`src/hdl/iou_pkg.sv`:
```
// Shared constants and types for the IoU track association block.
package iou_pkg;

  // Default sizing of the track table and the box coordinates.
  localparam int unsigned TRACK_SLOTS_DEF = 16;
  localparam int unsigned COORD_BITS_DEF  = 12;

  // Fixed field widths of the result interface.
  localparam int unsigned IDX_W   = 6;
  localparam int unsigned MISS_W  = 8;
  localparam int unsigned CAR_W   = 16;
  localparam int unsigned LIMIT_W = 9;

  // Configuration port layout.
  localparam int unsigned CFG_IDX_W  = 2;
  localparam int unsigned CFG_DATA_W = 9;

  localparam logic [CFG_IDX_W-1:0] REG_NEW_IOU   = 2'd0;
  localparam logic [CFG_IDX_W-1:0] REG_MATCH_IOU = 2'd1;
  localparam logic [CFG_IDX_W-1:0] REG_MISS_LIM  = 2'd2;

  localparam logic [LIMIT_W-1:0] NEW_IOU_RST   = 9'd77;
  localparam logic [LIMIT_W-1:0] MATCH_IOU_RST = 9'd128;
  localparam logic [MISS_W-1:0]  MISS_LIM_RST  = 8'd10;

  // Input command codes.
  localparam logic CMD_DETECT = 1'b0;
  localparam logic CMD_FRAME  = 1'b1;

  // Compare request issued to the IoU unit with its table slot.
  typedef struct packed {
    logic             valid;
    logic [IDX_W-1:0] slot;
  } iou_req_t;

  // Compare outcome returned by the IoU unit.
  typedef struct packed {
    logic             valid;
    logic [IDX_W-1:0] slot;
    logic             hit_new;
    logic             hit_match;
  } iou_hit_t;

endpackage

```
`src/hdl/iou_ram.sv`:
```
// Generic single-port-write, single-port-read RAM with a registered read.
module iou_ram #(
  parameter int unsigned WIDTH = 8,
  parameter int unsigned DEPTH = 16,
  localparam int unsigned AW   = (DEPTH > 1) ? $clog2(DEPTH) : 1
) (
  input  logic             clk_i,
  input  logic             we_i,
  input  logic [AW-1:0]    waddr_i,
  input  logic [WIDTH-1:0] wdata_i,
  input  logic             re_i,
  input  logic [AW-1:0]    raddr_i,
  output logic [WIDTH-1:0] rdata_o
);

  logic [WIDTH-1:0] mem_q [DEPTH];
  logic [WIDTH-1:0] rdata_q;

  // Write port and registered read port.
  always_ff @(posedge clk_i) begin
    if (we_i) begin
      mem_q[waddr_i] <= wdata_i;
    end
    if (re_i) begin
      rdata_q <= mem_q[raddr_i];
    end
  end

  assign rdata_o = rdata_q;

endmodule

```
`src/hdl/iou_unit.sv`:
```
// Pipelined IoU threshold compare of one detection against one track per cycle.
module iou_unit #(
  parameter int unsigned COORD_BITS = iou_pkg::COORD_BITS_DEF
) (
  input  logic                          clk_i,
  input  logic                          rst_ni,
  input  iou_pkg::iou_req_t             req_i,
  input  logic [COORD_BITS-1:0]         det_x_i,
  input  logic [COORD_BITS-1:0]         det_y_i,
  input  logic [COORD_BITS-1:0]         det_w_i,
  input  logic [COORD_BITS-1:0]         det_h_i,
  input  logic [COORD_BITS-1:0]         trk_x_i,
  input  logic [COORD_BITS-1:0]         trk_y_i,
  input  logic [COORD_BITS-1:0]         trk_w_i,
  input  logic [COORD_BITS-1:0]         trk_h_i,
  input  logic [iou_pkg::LIMIT_W-1:0]   new_limit_i,
  input  logic [iou_pkg::LIMIT_W-1:0]   match_limit_i,
  output iou_pkg::iou_hit_t             hit_o
);

  localparam int unsigned CB = COORD_BITS;
  localparam int unsigned AW = 2 * CB;
  localparam int unsigned UW = AW + 1;
  localparam int unsigned PW = iou_pkg::LIMIT_W + UW;

  // Overlap length of two half-open intervals, zero when they do not meet.
  function automatic logic [CB-1:0] axis_ov(input logic [CB-1:0] p0, input logic [CB-1:0] l0,
                                            input logic [CB-1:0] p1, input logic [CB-1:0] l1);
    logic [CB:0] lo;
    logic [CB:0] e0;
    logic [CB:0] e1;
    logic [CB:0] hi;
    lo = (p0 > p1) ? {1'b0, p0} : {1'b0, p1};
    e0 = {1'b0, p0} + {1'b0, l0};
    e1 = {1'b0, p1} + {1'b0, l1};
    hi = (e0 < e1) ? e0 : e1;
    axis_ov = (hi > lo) ? CB'(hi - lo) : '0;
  endfunction

  // Stage 1: axis overlaps and side lengths.
  logic                      v1_q, v2_q, v3_q, v4_q, v5_q;
  logic [iou_pkg::IDX_W-1:0] s1_q, s2_q, s3_q, s4_q, s5_q;
  logic [CB-1:0]             ox_q, oy_q, dw_q, dh_q, tw_q, th_q;
  // Stage 2: areas.
  logic [AW-1:0]             inter2_q, darea_q, tarea_q;
  // Stage 3: union.
  logic [AW-1:0]             inter3_q;
  logic [UW-1:0]             uni_q;
  // Stage 4: scaled products.
  logic [PW-1:0]             scaled_q, pnew_q, pmatch_q;
  logic                      uni_nz_q;
  // Stage 5: compare flags.
  logic                      hit_new_q, hit_match_q;

  // Valid pipeline.
  always_ff @(posedge clk_i or negedge rst_ni) begin
    if (!rst_ni) begin
      v1_q <= 1'b0;
      v2_q <= 1'b0;
      v3_q <= 1'b0;
      v4_q <= 1'b0;
      v5_q <= 1'b0;
    end else begin
      v1_q <= req_i.valid;
      v2_q <= v1_q;
      v3_q <= v2_q;
      v4_q <= v3_q;
      v5_q <= v4_q;
    end
  end

  // Datapath stages.
  always_ff @(posedge clk_i) begin
    s1_q <= req_i.slot;
    ox_q <= axis_ov(det_x_i, det_w_i, trk_x_i, trk_w_i);
    oy_q <= axis_ov(det_y_i, det_h_i, trk_y_i, trk_h_i);
    dw_q <= det_w_i;
    dh_q <= det_h_i;
    tw_q <= trk_w_i;
    th_q <= trk_h_i;

    s2_q     <= s1_q;
    inter2_q <= AW'(ox_q) * AW'(oy_q);
    darea_q  <= AW'(dw_q) * AW'(dh_q);
    tarea_q  <= AW'(tw_q) * AW'(th_q);

    s3_q     <= s2_q;
    inter3_q <= inter2_q;
    uni_q    <= UW'(darea_q) + UW'(tarea_q) - UW'(inter2_q);

    s4_q     <= s3_q;
    scaled_q <= PW'({inter3_q, 8'b0});
    pnew_q   <= PW'(new_limit_i) * PW'(uni_q);
    pmatch_q <= PW'(match_limit_i) * PW'(uni_q);
    uni_nz_q <= (uni_q != '0);

    s5_q        <= s4_q;
    hit_new_q   <= uni_nz_q && (scaled_q > pnew_q);
    hit_match_q <= uni_nz_q && (scaled_q > pmatch_q);
  end

  assign hit_o.valid     = v5_q;
  assign hit_o.slot      = s5_q;
  assign hit_o.hit_new   = hit_new_q;
  assign hit_o.hit_match = hit_match_q;

endmodule

```
`src/hdl/iou_track_association.sv`:
```
// A detection is compared against every stored track (one RAM read per track, a five-stage IoU
// compare, then the decision) and loads its single result, with no reads when the table is empty.
// End of frame: each stored track is read once the output is free, then updated and emitted.
// Throughput: one request at a time; a new request is taken once the previous one has finished.
// Reset clears the track count, car total, matched and fresh flags and sets the thresholds to
// their defaults; the box memory is not cleared and only slots below the track count are read.
module iou_track_association #(
  parameter int unsigned TRACK_SLOTS = iou_pkg::TRACK_SLOTS_DEF,
  parameter int unsigned COORD_BITS  = iou_pkg::COORD_BITS_DEF
) (
  input  logic                            clk_i,
  input  logic                            rst_ni,
  // Configuration port.
  input  logic                            cfg_we_i,
  input  logic [iou_pkg::CFG_IDX_W-1:0]   cfg_index_i,
  input  logic [iou_pkg::CFG_DATA_W-1:0]  cfg_data_i,
  // Input channel.
  input  logic                            in_valid_i,
  output logic                            in_stall_o,
  input  logic                            command_i,
  input  logic [COORD_BITS-1:0]           box_x_i,
  input  logic [COORD_BITS-1:0]           box_y_i,
  input  logic [COORD_BITS-1:0]           box_width_i,
  input  logic [COORD_BITS-1:0]           box_height_i,
  // Output channel.
  output logic                            out_valid_o,
  input  logic                            out_stall_i,
  output logic                            is_new_o,
  output logic                            table_full_o,
  output logic [iou_pkg::IDX_W-1:0]       entry_index_o,
  output logic [COORD_BITS-1:0]           entry_x_o,
  output logic [COORD_BITS-1:0]           entry_y_o,
  output logic [COORD_BITS-1:0]           entry_width_o,
  output logic [COORD_BITS-1:0]           entry_height_o,
  output logic [iou_pkg::MISS_W-1:0]      miss_count_o,
  output logic                            visible_o,
  output logic                            entry_valid_o,
  output logic [iou_pkg::CAR_W-1:0]       car_total_o,
  output logic                            last_o
);

  localparam int unsigned CB     = COORD_BITS;
  localparam int unsigned SW     = (TRACK_SLOTS > 1) ? $clog2(TRACK_SLOTS) : 1;
  localparam int unsigned CW     = $clog2(TRACK_SLOTS + 1);
  localparam int unsigned MW     = iou_pkg::MISS_W;
  localparam int unsigned WORD_W = 4 * CB + MW;

  typedef enum logic [2:0] {
    ST_IDLE,
    ST_SCAN,
    ST_DECIDE,
    ST_FRD,
    ST_FWR,
    ST_FEMPTY
  } state_e;

  state_e                          state_q, state_d;
  logic [CB-1:0]                   det_x_q, det_y_q, det_w_q, det_h_q;
  logic [CW-1:0]                   rd_idx_q, rd_idx_d;
  logic [CW-1:0]                   res_cnt_q, res_cnt_d;
  logic [CW-1:0]                   used_q, used_d;
  logic [iou_pkg::CAR_W-1:0]       cars_q, cars_d;
  logic                            known_q, known_d;
  logic [TRACK_SLOTS-1:0]          matched_q, matched_d;
  logic [TRACK_SLOTS-1:0]          fresh_q, fresh_d;
  logic                            scan_vld_q, scan_vld_d;
  logic [SW-1:0]                   scan_slot_q;
  logic [iou_pkg::LIMIT_W-1:0]     new_lim_q, match_lim_q;
  logic [MW-1:0]                   miss_lim_q;

  // Output register.
  logic                            out_valid_q, out_valid_d;
  logic                            load_out;
  logic                            is_new_q, is_new_d;
  logic                            full_q, full_d;
  logic [iou_pkg::IDX_W-1:0]       idx_q, idx_d;
  logic [CB-1:0]                   ox_q, ox_d, oy_q, oy_d, ow_q, ow_d, oh_q, oh_d;
  logic [MW-1:0]                   omiss_q, omiss_d;
  logic                            vis_q, vis_d;
  logic                            evalid_q, evalid_d;
  logic [iou_pkg::CAR_W-1:0]       ocars_q, ocars_d;
  logic                            last_q, last_d;

  // Track memory port signals.
  logic                            ram_we, ram_re;
  logic [SW-1:0]                   ram_waddr, ram_raddr;
  logic [WORD_W-1:0]               ram_wdata, ram_rdata;
  logic [CB-1:0]                   trk_x, trk_y, trk_w, trk_h;
  logic [MW-1:0]                   trk_miss, miss_new;

  iou_pkg::iou_req_t               req;
  iou_pkg::iou_hit_t               hit;
  logic [SW-1:0]                   hit_slot, cur_slot;
  logic                            out_free;
  logic [iou_pkg::CAR_W-1:0]       cars_inc;

  // Track boxes and miss counters share one memory word.
  iou_ram #(
    .WIDTH (WORD_W),
    .DEPTH (TRACK_SLOTS)
  ) u_track_ram (
    .clk_i   (clk_i),
    .we_i    (ram_we),
    .waddr_i (ram_waddr),
    .wdata_i (ram_wdata),
    .re_i    (ram_re),
    .raddr_i (ram_raddr),
    .rdata_o (ram_rdata)
  );

  assign {trk_x, trk_y, trk_w, trk_h, trk_miss} = ram_rdata;

  assign req.valid = scan_vld_q;
  assign req.slot  = iou_pkg::IDX_W'(scan_slot_q);

  iou_unit #(
    .COORD_BITS (COORD_BITS)
  ) u_iou_unit (
    .clk_i         (clk_i),
    .rst_ni        (rst_ni),
    .req_i         (req),
    .det_x_i       (det_x_q),
    .det_y_i       (det_y_q),
    .det_w_i       (det_w_q),
    .det_h_i       (det_h_q),
    .trk_x_i       (trk_x),
    .trk_y_i       (trk_y),
    .trk_w_i       (trk_w),
    .trk_h_i       (trk_h),
    .new_limit_i   (new_lim_q),
    .match_limit_i (match_lim_q),
    .hit_o         (hit)
  );

  assign hit_slot = hit.slot[SW-1:0];
  assign cur_slot = rd_idx_q[SW-1:0];
  assign out_free = !out_valid_q || !out_stall_i;
  assign in_stall_o = (state_q != ST_IDLE);
  assign cars_inc = (cars_q != '1) ? cars_q + 1'b1 : cars_q;
  assign miss_new = (matched_q[cur_slot] || fresh_q[cur_slot]) ? '0 :
                    ((trk_miss != '1) ? trk_miss + 1'b1 : trk_miss);

  // Sequencer: scan, insert and end-of-frame update.
  always_comb begin
    state_d    = state_q;
    rd_idx_d   = rd_idx_q;
    res_cnt_d  = res_cnt_q;
    used_d     = used_q;
    cars_d     = cars_q;
    known_d    = known_q;
    matched_d  = matched_q;
    fresh_d    = fresh_q;
    scan_vld_d = 1'b0;
    ram_we     = 1'b0;
    ram_waddr  = cur_slot;
    ram_wdata  = {trk_x, trk_y, trk_w, trk_h, miss_new};
    ram_re     = 1'b0;
    ram_raddr  = cur_slot;
    load_out   = 1'b0;
    is_new_d   = 1'b0;
    full_d     = 1'b0;
    idx_d      = '0;
    ox_d       = '0;
    oy_d       = '0;
    ow_d       = '0;
    oh_d       = '0;
    omiss_d    = '0;
    vis_d      = 1'b0;
    evalid_d   = 1'b0;
    ocars_d    = cars_q;
    last_d     = 1'b1;

    // Compare results flag matches and known tracks; fresh entries are skipped.
    if (hit.valid) begin
      res_cnt_d = res_cnt_q + 1'b1;
      if (!fresh_q[hit_slot]) begin
        if (hit.hit_new) begin
          known_d = 1'b1;
        end
        if (hit.hit_match) begin
          matched_d[hit_slot] = 1'b1;
        end
      end
    end

    unique case (state_q)
      ST_IDLE: begin
        if (in_valid_i) begin
          rd_idx_d = '0;
          if (command_i == iou_pkg::CMD_FRAME) begin
            state_d = (used_q == '0) ? ST_FEMPTY : ST_FRD;
          end else begin
            known_d   = 1'b0;
            res_cnt_d = '0;
            state_d   = ST_SCAN;
          end
        end
      end
      ST_SCAN: begin
        // One table read per cycle feeds the compare pipeline.
        if (rd_idx_q < used_q) begin
          ram_re     = 1'b1;
          scan_vld_d = 1'b1;
          rd_idx_d   = rd_idx_q + 1'b1;
        end
        if (res_cnt_q == used_q) begin
          state_d = ST_DECIDE;
        end
      end
      ST_DECIDE: begin
        if (out_free) begin
          load_out = 1'b1;
          state_d  = ST_IDLE;
          if (!known_q) begin
            if (used_q == CW'(TRACK_SLOTS)) begin
              full_d = 1'b1;
            end else begin
              ram_we                     = 1'b1;
              ram_waddr                  = used_q[SW-1:0];
              ram_wdata                  = {det_x_q, det_y_q, det_w_q, det_h_q, MW'(0)};
              fresh_d[used_q[SW-1:0]]    = 1'b1;
              matched_d[used_q[SW-1:0]]  = 1'b1;
              used_d                     = used_q + 1'b1;
              cars_d                     = cars_inc;
              is_new_d                   = 1'b1;
              evalid_d                   = 1'b1;
              idx_d                      = iou_pkg::IDX_W'(used_q[SW-1:0]);
              ox_d                       = det_x_q;
              oy_d                       = det_y_q;
              ow_d                       = det_w_q;
              oh_d                       = det_h_q;
              vis_d                      = (miss_lim_q != '0);
              ocars_d                    = cars_inc;
            end
          end
        end
      end
      ST_FRD: begin
        // Read the next entry only when its result can be registered.
        if (out_free) begin
          ram_re  = 1'b1;
          state_d = ST_FWR;
        end
      end
      ST_FWR: begin
        ram_we              = 1'b1;
        matched_d[cur_slot] = 1'b0;
        fresh_d[cur_slot]   = 1'b0;
        load_out            = 1'b1;
        evalid_d            = 1'b1;
        idx_d               = iou_pkg::IDX_W'(cur_slot);
        ox_d                = trk_x;
        oy_d                = trk_y;
        ow_d                = trk_w;
        oh_d                = trk_h;
        omiss_d             = miss_new;
        vis_d               = (miss_new < miss_lim_q);
        last_d              = (rd_idx_q == used_q - 1'b1);
        if (rd_idx_q == used_q - 1'b1) begin
          state_d = ST_IDLE;
        end else begin
          rd_idx_d = rd_idx_q + 1'b1;
          state_d  = ST_FRD;
        end
      end
      ST_FEMPTY: begin
        if (out_free) begin
          load_out = 1'b1;
          state_d  = ST_IDLE;
        end
      end
      default: begin
        state_d = ST_IDLE;
      end
    endcase

    out_valid_d = load_out || (out_valid_q && out_stall_i);
  end

  // State, counters, flags and the output register.
  always_ff @(posedge clk_i or negedge rst_ni) begin
    if (!rst_ni) begin
      state_q     <= ST_IDLE;
      rd_idx_q    <= '0;
      res_cnt_q   <= '0;
      used_q      <= '0;
      cars_q      <= '0;
      known_q     <= 1'b0;
      matched_q   <= '0;
      fresh_q     <= '0;
      scan_vld_q  <= 1'b0;
      out_valid_q <= 1'b0;
    end else begin
      state_q     <= state_d;
      rd_idx_q    <= rd_idx_d;
      res_cnt_q   <= res_cnt_d;
      used_q      <= used_d;
      cars_q      <= cars_d;
      known_q     <= known_d;
      matched_q   <= matched_d;
      fresh_q     <= fresh_d;
      scan_vld_q  <= scan_vld_d;
      out_valid_q <= out_valid_d;
    end
  end

  // Payload registers.
  always_ff @(posedge clk_i) begin
    scan_slot_q <= cur_slot;
    if (state_q == ST_IDLE && in_valid_i) begin
      det_x_q <= box_x_i;
      det_y_q <= box_y_i;
      det_w_q <= box_width_i;
      det_h_q <= box_height_i;
    end
    if (load_out) begin
      is_new_q <= is_new_d;
      full_q   <= full_d;
      idx_q    <= idx_d;
      ox_q     <= ox_d;
      oy_q     <= oy_d;
      ow_q     <= ow_d;
      oh_q     <= oh_d;
      omiss_q  <= omiss_d;
      vis_q    <= vis_d;
      evalid_q <= evalid_d;
      ocars_q  <= ocars_d;
      last_q   <= last_d;
    end
  end

  // Threshold registers.
  always_ff @(posedge clk_i or negedge rst_ni) begin
    if (!rst_ni) begin
      new_lim_q   <= iou_pkg::NEW_IOU_RST;
      match_lim_q <= iou_pkg::MATCH_IOU_RST;
      miss_lim_q  <= iou_pkg::MISS_LIM_RST;
    end else if (cfg_we_i) begin
      unique case (cfg_index_i)
        iou_pkg::REG_NEW_IOU:   new_lim_q   <= cfg_data_i;
        iou_pkg::REG_MATCH_IOU: match_lim_q <= cfg_data_i;
        iou_pkg::REG_MISS_LIM:  miss_lim_q  <= cfg_data_i[MW-1:0];
        default: begin
        end
      endcase
    end
  end

  assign out_valid_o    = out_valid_q;
  assign is_new_o       = is_new_q;
  assign table_full_o   = full_q;
  assign entry_index_o  = idx_q;
  assign entry_x_o      = ox_q;
  assign entry_y_o      = oy_q;
  assign entry_width_o  = ow_q;
  assign entry_height_o = oh_q;
  assign miss_count_o   = omiss_q;
  assign visible_o      = vis_q;
  assign entry_valid_o  = evalid_q;
  assign car_total_o    = ocars_q;
  assign last_o         = last_q;

`ifndef NO_ASSERTIONS
  // The track count never exceeds the table size.
  a_used_bound: assert property (@(posedge clk_i) disable iff (!rst_ni)
    used_q <= CW'(TRACK_SLOTS))
    else $error("track count exceeds table size");

  // Compare results only arrive while a detection scan is running.
  a_hit_in_scan: assert property (@(posedge clk_i) disable iff (!rst_ni)
    hit.valid |-> (state_q == ST_SCAN))
    else $error("compare result outside of a scan");

  // The car total only moves together with a new-track result.
  a_cars_step: assert property (@(posedge clk_i) disable iff (!rst_ni)
    (cars_q != $past(cars_q)) |-> (out_valid_o && is_new_o))
    else $error("car total changed without a new track");

  // A new track result always carries a table entry and never the full flag.
  a_new_entry: assert property (@(posedge clk_i) disable iff (!rst_ni)
    (out_valid_o && is_new_o) |-> (entry_valid_o && !table_full_o && last_o))
    else $error("inconsistent new track result");
`endif

endmodule
```
`config.mk`:
```
export PLATFORM = sky130hd
export DESIGN_NAME = iou_track_association
export DESIGN_NICKNAME = d
export VERILOG_FILES = /design/src/hdl/iou_pkg.sv /design/src/hdl/iou_ram.sv /design/src/hdl/iou_unit.sv /design/src/hdl/iou_track_association.sv
export SDC_FILE = /design/constraint.sdc
export NUM_CORES = 2
export LEC_CHECK = 0
export ABC_CLOCK_PERIOD_IN_PS = 19600
export BUFFER_PORTS_ARGS = -buffer_cell sky130_fd_sc_hd__buf_4
export CORE_UTILIZATION = 60
export DETAILED_ROUTE_END_ITERATION = 10
export PLACE_DENSITY = 0.77
export REMOVE_ABC_BUFFERS = 1
export SLEW_MARGIN = 10
export SYNTH_ARGS = -nofsm -noshare
export SYNTH_HDL_FRONTEND = slang
export SYNTH_SLANG_ARGS = --single-unit
export TNS_END_PERCENT = 50
```
`constraint.sdc`:
```
create_clock -name clk_i -period 19.6 [get_ports clk_i]
set_input_delay 1.96 -clock clk_i [delete_from_list [all_inputs] [get_ports clk_i]]
set_output_delay 1.96 -clock clk_i [all_outputs]
set_load 0.005 [all_outputs]
```
After elaboration in Yosys (flattened, before gate mapping)
Memories as Yosys holds them, arrays and structs flattened. A register that Yosys moved wholly into a read port is not among the register bits. Index checks and enable logic that the tools add are counted.

Flip-flop bits (word level): 543. Bits in writable memories: 896. Input port bits: 65. Output and inout bits: 85. Word-level logic and storage cells: 253. Memories: 1.

Add/sub/neg operators: 14. Multiply operators: 5. $lt $le $gt $ge: 16. Eq/ne operators: 21. Multiplexer cells: 100. Bitwise logic cells: 10. Reduce and logical (&&, ||, !) cells: 29.

Memories: u_track_ram.mem_q (words 16, width 56, rd ports 1, clocked after Yosys merged registers in 1, wr ports 1, line iou_ram.sv:16) `logic [WIDTH-1:0] mem_q [DEPTH];`.

Operators by type and width (number): 16-bit 2-to-1 mux (14); 56-bit 2-to-1 mux (4); 12-bit 2-to-1 mux (14); 12-bit case mux with 2 select lines (4); 12-bit by 12-bit multiplier with 24-bit output (3); 32-bit by 34-bit greater-than comparator with 1-bit output (2); 9-bit by 25-bit multiplier with 34-bit output (2); 16-bit case mux with 2 select lines (2); 12-bit by 12-bit adder with 13-bit output (4); 16-bit OR (3); 5-bit 2-to-1 mux (7); 16-bit AND (2); 4-bit 2-to-1 mux (7); 13-bit by 12-bit greater-than comparator with 1-bit output (2); 13-bit less-than comparator (2); 13-bit 2-to-1 mux (2); 24-bit by 24-bit adder with 25-bit output (1); 25-bit nonzero test (1); 25-bit by 24-bit subtractor with 25-bit output (1); 12-bit greater-than comparator (2); 1-bit 2-to-1 mux (24); 12-bit subtractor (2); 3-bit 2-to-1 mux (6); 16-bit by 1-bit adder with 16-bit output, second input constant (1); 41 further kinds (83).

Depth between registers and ports, before layout
Depth in word-level cells: 13. Mapped depth: 32. Mapped depth without buffers: 30.

Cells and area by module
A second synthesis with hierarchy kept.

Cell total of the unflattened synthesis: 7126. Area total of the unflattened synthesis: 88043.2 µm².

Modules (own cells, without submodules): iou_unit (instances 1, cells an instance 4742, area each 42239.3 µm²); iou_ram (instances 1, cells an instance 1445, area each 35238.8 µm²); iou_track_association (instances 1, cells an instance 939, area each 10565.1 µm²).

Least setup slack after synthesis
OpenSTA, ideal clock, no wires.

Path kind: input to register. From: input port out_stall_i. To: register ocars_q (netlist bit car_total_o[0]) (enable). Setup time: 0.632 ns. Data arrival time: 7.827 ns. Required time: 18.968 ns. Path slack: 11.141 ns. Stages: 3. Cell sequence: nand2_1 nor2_1 o21ai_0.

Word-level cells in the longest chain between the ends: 4.

Ends and longest elaborated chain: from (decl) (line iou_track_association.sv:27) `input logic out_stall_i,`; 1-bit zero test (line iou_track_association.sv:137) `assign out_free = !out_valid_q || !out_stall_i;`; 1-bit logical OR (line iou_track_association.sv:137); 1-bit 2-to-1 mux (line iou_track_association.sv:211, iou_track_association.sv:267); 1-bit case mux with 2 select lines (line iou_track_association.sv:186) `unique case (state_q)`; via load_out (line iou_track_association.sv:73) `logic load_out;`; to (signal assigned) (line iou_track_association.sv:327) `ocars_q <= ocars_d;`; to (decl) (line iou_track_association.sv:81) `logic [iou_pkg::CAR_W-1:0] ocars_q, ocars_d;`.

The timed path passes the listed nets, and every way through them passes these cells. A chain may end at the register's enable or synchronous reset.

Final worst setup path
From: register det_y_q[1]. To: register u_iou_unit.oy_q[2].

Word-level cells in the longest chain between the ends: 4. Elaborated cells on any way between the ends: 7. Those cells by class: add/sub (2); order compare (3); mux (2).

Ends and longest elaborated chain: from (decl) (line iou_track_association.sv:58) `logic [CB-1:0] det_x_q, det_y_q, det_w_q, det_h_q;`; from (signal assigned) (line iou_track_association.sv:312) `det_y_q <= box_y_i;`; 12-bit by 12-bit adder with 13-bit output (line iou_unit.sv:34) `e0 = {1'b0, p0} + {1'b0, l0};`; 13-bit less-than comparator (line iou_unit.sv:36) `hi = (e0 < e1) ? e0 : e1;`; 13-bit 2-to-1 mux (line iou_unit.sv:36); 12-bit subtractor or 13-bit by 12-bit greater-than comparator with 1-bit output (tied branches) (line iou_unit.sv:37) `axis_ov = (hi > lo) ? CB'(hi - lo) : '0;`; to (signal assigned) (line iou_unit.sv:76) `oy_q <= axis_ov(det_y_i, det_h_i, trk_y_i, trk_h_i);`; to (decl) (line iou_unit.sv:43) `logic [CB-1:0] ox_q, oy_q, dw_q, dh_q, tw_q, th_q;`.

Parallel ways exist; a longest one is shown, timed or not.

==> results_dict.tcl <==
set metrics [dict create \
    cts_buffers 147 \
    multi_input_area_sq_um 41200 \
    clk-insertion-delay-late_ps 800 \
    detail_route.first_pass.iterations 10 \
    drtIter0Drc 5162 \
    critPathSlowestCell "mux2i_1" \
    worst_setup_path_start_kind "flip-flop" \
    layout_commonest_cell "edfxtp_1" \
    final_hold_viol_count 0 \
    maximum_number_of_pins_on_one_net_before_global_route_repair 116 \
    wire_per_inst_microns 23.8 \
    yosysWarningCount 0 \
    rows 139 \
    global_route.usage.total 0.301 \
    design.core.area_sq_um 144000 \
    totalWireLength_microns 217000 \
    drc_errors 4 \
    postLayoutCoreUtil 0.663 \
    synth_top_cell_area_share 0.372 \
    path_delay_family "compound AO/OA/AOI/OAI gates" \
    number_of_global_route_vias_before_repair 56800 \
    seq_area_frac_synth 0.472 \
    final.setup_skew_ps 42.0 \
    flow.area_growth_from_synthesis_pct 9.36 \
    cts_setup_buffers 0 \
    fraction_of_layout_instances_using_a_drive_strength_above_1 0.115 \
    timing.setup.critical_path_class "reg2reg" \
    grt_setup_unrepaired "no" \
    floorplan.initialDensity 0.606 \
    outcome "finished with violations" \
    sort_of_element_at_the_end_of_the_critical_path "flip-flop" \
    n_fill_cell 10200 \
    final_antenna_net_count 0 \
    cts_resized 0 \
    synth_area_sq_um 87300 \
    max_slew_margin 0.161 \
    viasPerCell 6.01 \
    antenna_found_initial 7 \
    grt_first_pass_wirelength_microns 332000 \
    cell_types_with_the_largest_area_share_after_synthesis "edfxtp_1 37%, fa_1 15%, mux4_2 7.5%" \
    yosysTopAreaCell "edfxtp_1" \
    timing.critical_path.slowest_cell_delay_ps 740 \
    detailedPlacementHpwl_microns 145000 \
    dpl-instance-area_sq_um 90700 \
    synth_seq_cells 1493 \
    setup_violations 0 \
    count_of_different_cell_masters_after_synthesis 84 \
    cts.reportedPaths.clkPinSlew_ps 60 \
    mostFrequentLayoutCells "1081 x edfxtp_1, 1074 x inv_1, 741 x nand2_1, 654 x fa_1, 508 x ha_1" \
    violated_checks "DRC" \
    num-nets-final 8306 \
    syn-mean-instance-area_sq_um 12.6 \
    max_cap_viol_count 0 \
    post_synth_inst_count 6955 \
    number_of_enable_flip_flop_cells_after_synthesis 1081 \
    critical_path.max_fanout 12 \
    asyncSetResetFlopFracSynth 0.0670 \
    grt_overflow_total 0 \
    fin_tns_setup_ps 0 \
    cts.root.buffer_cell "clkbuf_16" \
    timing_max_transition_violations_final 0 \
    dieHeight_microns 383 \
    route.vias.total 54700 \
    clock_tree_from_tritoncts "built" \
    post_synth_top_flop "edfxtp_1" \
    clock-sinks 1493 \
    cts-root-to-sink-buffers 3 \
    cp.buffers_inverters 1 \
    fp.dieArea_sq_um 147000 \
    place.port_buffers 147 \
    required_ps 20210 \
    storage_element_area_sq_um 41200 \
    worst_slew_pin_slew_ps 1260 \
    clock_tree.htree_level_count 4 \
    clock.fmax_mhz 134 \
    worst_ep_arrival_time_ps 8050 \
    layout_worst_path_cycle_share 0.380 \
    place.gp.congestion 0.909 \
    min_path_type "reg2reg" \
    fp.dieW_microns 383 \
    fin_crit_ps 7450 \
    stdcell_area_sq_um 95500 \
    io_pins 150 \
    postCtsHoldBufs 0 \
]
[flip-flops by register name, summed over array words and instances, names as in the netlist, 16 cells and up]
signal	cells
cars_q	16
u_iou_unit.inter2_q	24
u_iou_unit.tarea_q	24
u_iou_unit.scaled_q	24
u_track_ram.rdata_o	56
u_iou_unit.darea_q	24
car_total_o	16
matched_q	16
u_iou_unit.uni_q	25
u_track_ram.mem_q	896
u_iou_unit.pnew_q	34
u_iou_unit.pmatch_q	34
fresh_q	16
u_iou_unit.inter3_q	24
[metrics by stage]
step / cells / hold WS [ps] / worst slack, ps
floorplan: 6691 / 310 / 4870
global placement: 8833 / 310 / 12230
detailed placement: 8833 / 312 / 12200
CTS: 9101 / 321 / 12160
global route: 9101 / 318 / 11550
finish: 9104 / 323 / 12150
[worst paths after layout]
kind | depth (start not counted) | to | from | slack, ps
setup / recovery | 30 | u_iou_unit.oy_q[2] | det_y_q[1] | 12150
hold / removal | 0 | u_iou_unit.scaled_q[26] | u_iou_unit.inter3_q[18] | 320
setup reg to reg | 30 | u_iou_unit.oy_q[2] | det_y_q[1] | 12150
hold reg to reg | 0 | u_iou_unit.scaled_q[26] | u_iou_unit.inter3_q[18] | 320
max in group asynchronous | 2 | u_iou_unit.v3_q | rst_ni | 17250
min in group asynchronous | 1 | cars_q[11] | rst_ni | 1170
[cell type report]
class,count,share of cell area
flip-flops and latches,1493,0.432
multi-input cells,4121,0.432
inverters,1077,0.0424
clock buffers,198,0.0422
well taps,1903,0.0249
repair buffers,239,0.0189
clock inverters,70,0.00806
diodes,3,0.0000786
[logic make-up after synthesis]
group                    Yosys count  share of synthesized area
AND/OR/NAND/NOR                 1698                     0.0934
flip-flops                      1493                      0.472
buffers and inverters           1342                     0.0579
adder cells (fa/ha/maj)         1163                      0.223
AO/OA/AOI/OAI                    687                     0.0492
multiplexers                     356                     0.0828
XOR/XNOR                         215                     0.0216
other                              1                  0.0000430
[cell usage after synthesis, drive strengths merged, types with 5 or more instances]
library cell	n
a2111oi	7
a211o	7
a211oi	25
a21boi	10
a21o	73
a21oi	189
a22o	9
a31oi	20
and2	448
and3	18
buf	31
clkbuf	234
dfrtp	93
dfstp	7
dfxtp	312
edfxtp	1081
fa	654
ha	508
inv	1076
mux2	31
mux2i	35
mux4	290
nand2	743
nand2b	38
nand3	53
nand3b	5
nand4	34
nor2	209
nor2b	46
nor3	59
nor4	15
o211ai	19
o21a	42
o21ai	207
o21bai	25
o22ai	5
o31ai	8
or2	6
or3	11
xnor2	155
xor2	60
[per-layer routing]
metal / up-vias / GRT usage / wire, microns
li1: 23700 / - / -
met2: 2584 / 0.506 / 107000
met5: - / 0 / 26
met4: 4 / 0.120 / 8720
met1: 27900 / 0.392 / 82600
met3: 520 / 0.0489 / 18100
Power is not shown: default switching activity piles up to over one toggle a cycle in this logic, so the estimate is an artifact.
